--- src/rtl/core/blur3_pkg.sv ---
// Shared types and constants for the 3x3 edge-normalized blur.
// Holds sizes, controller state codes, command/status structs and the
// reciprocal table for the weight totals. No dependencies.
package blur3_pkg;

  // Frame and channel limits
  localparam int MAX_WIDTH    = 1024;
  localparam int MAX_HEIGHT   = 1024;
  localparam int MAX_CHANNELS = 3;

  // Field and counter widths
  localparam int SAMPLE_W = 8;
  localparam int DIM_W    = 11;
  localparam int CHAN_W   = 2;
  localparam int COL_W    = $clog2(MAX_WIDTH);
  localparam int ROW_W    = $clog2(MAX_HEIGHT + 2);
  localparam int CFG_IDX_W  = 2;
  localparam int CFG_DATA_W = DIM_W;

  // Line store: two lines per channel, packed side by side in one word
  localparam int LS_DEPTH = MAX_CHANNELS * MAX_WIDTH;
  localparam int LS_AW    = $clog2(LS_DEPTH);
  localparam int LS_DW    = 2 * SAMPLE_W;

  // Weighted sum and divider widths
  localparam int SUM_W   = 12;
  localparam int TOT_W   = 5;
  localparam int RECIP_SHIFT = 20;
  localparam int RECIP_W = RECIP_SHIFT + 1;
  localparam int PROD_W  = SUM_W + RECIP_W;

  // Configuration register indexes
  typedef enum logic [CFG_IDX_W-1:0] {
    REG_FRAME_WIDTH   = 2'd0,
    REG_FRAME_HEIGHT  = 2'd1,
    REG_CHANNEL_COUNT = 2'd2,
    REG_KERNEL_SELECT = 2'd3
  } cfg_reg_t;

  // Controller states
  typedef enum logic [2:0] {
    S_IDLE = 3'b001,
    S_SUM  = 3'b010,
    S_DIV  = 3'b100
  } state_t;

  // Controller to datapath
  typedef struct packed {
    logic capture;   // latch sample, issue line store read
    logic update;    // write line store, shift window, form sum
    logic load_out;  // move quotient into the output register
  } cmd_t;

  // Datapath to controller
  typedef struct packed {
    logic res_valid; // the item in flight produces a result
    logic out_busy;  // output register holds a result that stays
  } status_t;

  // Reciprocal ceil(2^20 / d) for every weight total that can occur;
  // exact truncating quotient for sums below 2^12.
  function automatic logic [RECIP_W-1:0] recip_of(input logic [TOT_W-1:0] d);
    logic [RECIP_W-1:0] m;
    unique case (d)
      5'd1:    m = 21'd1048576;
      5'd2:    m = 21'd524288;
      5'd3:    m = 21'd349526;
      5'd4:    m = 21'd262144;
      5'd6:    m = 21'd174763;
      5'd8:    m = 21'd131072;
      5'd9:    m = 21'd116509;
      5'd12:   m = 21'd87382;
      5'd16:   m = 21'd65536;
      default: m = '0;
    endcase
    return m;
  endfunction

endpackage

--- src/rtl/core/blur3_ctrl.sv ---
// Sequencer for the blur: steps each sample through read, sum and divide.
// Depends on blur3_pkg for state codes and the command/status structs.
module blur3_ctrl
  import blur3_pkg::*;
(
  input  logic    clk,
  input  logic    rst_n,
  input  logic    in_valid,
  output logic    in_ready,
  input  status_t status,
  output cmd_t    cmd
);

  state_t state_r, state_nxt;

  // Advance the state
  always_ff @(posedge clk) begin
    if (!rst_n) begin
      state_r <= S_IDLE;
    end else begin
      state_r <= state_nxt;
    end
  end

  // Next state and commands
  always_comb begin
    state_nxt = state_r;
    cmd       = '0;
    unique case (state_r)
      S_IDLE: begin
        if (in_valid) begin
          cmd.capture = 1'b1;
          state_nxt   = S_SUM;
        end
      end
      S_SUM: begin
        cmd.update = 1'b1;
        state_nxt  = S_DIV;
      end
      S_DIV: begin
        if (!status.res_valid) begin
          state_nxt = S_IDLE;
        end else if (!status.out_busy) begin
          cmd.load_out = 1'b1;
          state_nxt    = S_IDLE;
        end
      end
      default: state_nxt = S_IDLE;
    endcase
  end

  assign in_ready = (state_r == S_IDLE);

endmodule

--- config.mk ---
export PLATFORM = sky130hd
export DESIGN_NAME = blur3_ctrl
export DESIGN_NICKNAME = d
export VERILOG_FILES = /design/src/rtl/core/blur3_pkg.sv /design/src/rtl/core/blur3_ctrl.sv
export SDC_FILE = /design/constraint.sdc
export NUM_CORES = 1
export LEC_CHECK = 0
export ABC_CLOCK_PERIOD_IN_PS = 1400
export BUFFER_PORTS_ARGS = -buffer_cell sky130_fd_sc_hd__buf_2
export CORE_AREA = 2 2 39 41
export CTS_CLUSTER_SIZE = 14
export DETAILED_ROUTE_END_ITERATION = 10
export DIE_AREA = 0 0 41 43
export GPL_ROUTABILITY_DRIVEN = 0
export HOLD_SLACK_MARGIN = 0.12
export PLACE_DENSITY = 0.37
export SLEW_MARGIN = 10
export SYNTH_ARGS = -nofsm -noshare
export SYNTH_HDL_FRONTEND = slang
export SYNTH_SLANG_ARGS = --single-unit
export TNS_END_PERCENT = 5
--- constraint.sdc ---
create_clock -name clk -period 1.4 [get_ports clk]
set_input_delay 0.14 -clock clk [delete_from_list [all_inputs] [get_ports clk]]
set_output_delay 0.14 -clock clk [all_outputs]
set_load 0.01 [all_outputs]
==> results.md <==
* Maxcap violations at 0
* Global-route usage over all layers at 5.41%
* Worst reg-to-reg path cell count at 3
* Crit Path Category: reg -> out
* HPWL after detailed placement at 307 microns
* YS warnings at 0
* R2r endpoint: state_r[0]
* LEAKAGE at 0.106 nW
* Data required, critical path at 1.26 ns
* Synth-to-Final Area Change at 55.5%
* Compound-gate portion of the synthesized area at 10.9%
* Startpoint type of the worst setup path: register
* I/O Buffers at 8
* Crit path DAT at 1.16 ns
* Worst-path maximum fanout at 5
* CTS clk-pin slew, worst paths at 0.04 ns
* Routed wire per std cell at 8.52 microns
* Final core utilization at 18.0%
* Ant. Diodes at 0
* Register area share after synthesis at 37.5%
* Biggest regs: state_r: 3 flops
* Rows at 14
* Root buffer cell: clkbuf_4
* TritonRoute pass-1 iters at 2
* Worst-Margin Slew at 0.202 ns
* Die height at 43 microns
* Min-delay src: in_valid
* Multi-input logic area at 92.6 sq um
* Vias per std cell at 3.59
* # resized after CTS at 0
* Post-synth top area share at 37.5%
* Synth top area cells: dfxtp_1 38%, nor3b_4 12%, nand2b_1 7.8%
* Inserted Clock Buffers at 3
* DRT iter0 DRCs at 5
* CTS tree: done
* Post-Synth XOR/XNOR Area at 0%
* Post-synthesis net count at 21
* Via count at 158
* Cell variety after synth at 12
* Commonest cells after routing, fill and taps aside: 8 x buf_2, 3 x clkbuf_4, 3 x dfxtp_1, 2 x nand2b_1, 2 x nor2_1
* Gr ovfl total at 0
* Share of cells above drive strength 1 at 50.0%
* Largest area contributor in the netlist: dfxtp_1
* VDD IR max at 260 uV
* Core Box Area at 1380 sq um
* Pre-CTS setup slack at 0.331 ns
* WHS Endpoint: state_r[1]
* Max transition margin at 86.5%
* Status: complete, no violations
* Power Density at 1160 nW/um^2
* Post-route ant nets at 0
* Hold depth at 2
* Top Ports at 9
* Post-Synth Adder-Cell Area at 0%
* Max reg flops at 3
* Nets at 34
* Fillers at 152
* First-pass GRT wire length at 579 microns
* Crit. End Element: output port
* H-tree depth at 1
* Mean post-synth cell area at 10.0 sq um
* Main combinational cell family by area after synthesis: simple AND/OR/NAND/NOR gates
* Unrepaired setup endpoints after global routing: false
* Post-CTS Setup Bufs at 0
* Clock Tree Buf Depth at 2
* Fin Setup TNS at 0 ns
* Tcrit/Tclk final at 92.5%
* Synth Area in Simple Gates at 46.9%
* DRT Wirelength at 375 microns
* Hold Vio Cnt, Final at 0
* Starting density of the core at 11.6%
* TritonCTS Sinks at 3
* DRC Markers at 0
* Die X-Extent at 41 microns
* #FFs+latches synth at 3
* Final Max Tran Viols at 0
* Cells after synthesis at 16
* Cell Area, Synth at 160 sq um
* Post-layout minimum cycle time at 1.30 ns
* Register Area at 60.1 sq um
* Largest reg by FF count: state_r
* Hold Slack at 0.155 ns
* Reg-to-Reg Start: state_r[0]
* Clk Latency, worst-skew pair at 0.23 ns
* Final WS setup at 0.105 ns
* Vias in the first global route at 154
* Skew final at 0.00410 ns
* Final setup fails at 0
* DIE AREA at 1760 sq um
* Mux share of post-synthesis cell area at 0%
* Reg-to-reg setup timing slack at 0.43 ns
* Min-Delay Path Class: in -> reg
* Fmax at 772 MHz
* Most common cell after layout, fill and taps aside: buf_2
* Largest net degree at the start of global routing at 6
* Initial antenna violation count at 0
power by group:
part	total (W)	switching, W	internal (W)
sequential	0.0000968	0.00000623	0.0000905
clock	0.000150	0.0000437	0.000107
combinational	0.0000408	0.0000165	0.0000244
per-layer routing:
layer,global-route usage (%),wire (microns)
met4,8.00,0
met3,2.09,54
met2,5.94,159
met5,0,0
met1,6.05,161
cells by family after synthesis:
group / Yosys count
buf+inv: 1
flops: 3
simple gates: 10
compound gates: 2
synth_stat cells:
cell	number
and2_4	1
nand2b_1	2
and3_1	1
dfxtp_1	3
nor3_1	1
nand3b_1	1
buf_4	1
nand4b_1	1
o31ai_2	1
a21oi_1	1
nor3b_4	1
nor2_1	2
critical path, cell delays in order, from the launching register on:
cell and delay (ns):
dfxtp_1 0.39, nor3b_4 0.24, and2_4 0.17, buf_2 0.12
repair_timing:
| action | CTS | global route |
|---|---|---|
| endpoints found under the hold margin | 1 | 0 |
| setup endpoints to repair | 0 | 0 |
| hold buffers | 1 | 0 |
through the flow:
| stage | std cells | power [W] | cell area, sq um |
|---|---|---|---|
| 2_1_floorplan | 16 | 0.000121 | 160 |
| 3_3_place_gp | 39 | 0.000137 | 213 |
| 3_5_place_dp | 39 | 0.000138 | 213 |
| 4_1_cts | 44 | 0.000297 | 249 |
| 5_1_grt | 44 | 0.000303 | 249 |
| 6_report | 44 | 0.000288 | 249 |
worst max-delay path by stage:
stage / start / end / slack [ns] / cells past startpoint
after detailed placement: state_r[0] / cmd[2] / 0.33 / 3
final: state_r[0] / cmd[2] / 0.10 / 3
after floorplan: state_r[0] / state_r[0] / 0.41 / 3
after global placement: state_r[0] / cmd[2] / 0.38 / 3
after global routing: state_r[0] / cmd[2] / 0.03 / 3
after CTS: state_r[0] / cmd[2] / 0.08 / 3
final cells by class:
type | instances | area share [%]
Multi-Input combinational cell | 12 | 37.2
Sequential cell | 3 | 24.1
Timing Repair Buffer | 9 | 20.1
Clock buffer | 4 | 10.6
Tap cell | 16 | 8.04
Note: power is estimated with default switching activity, not from simulation.
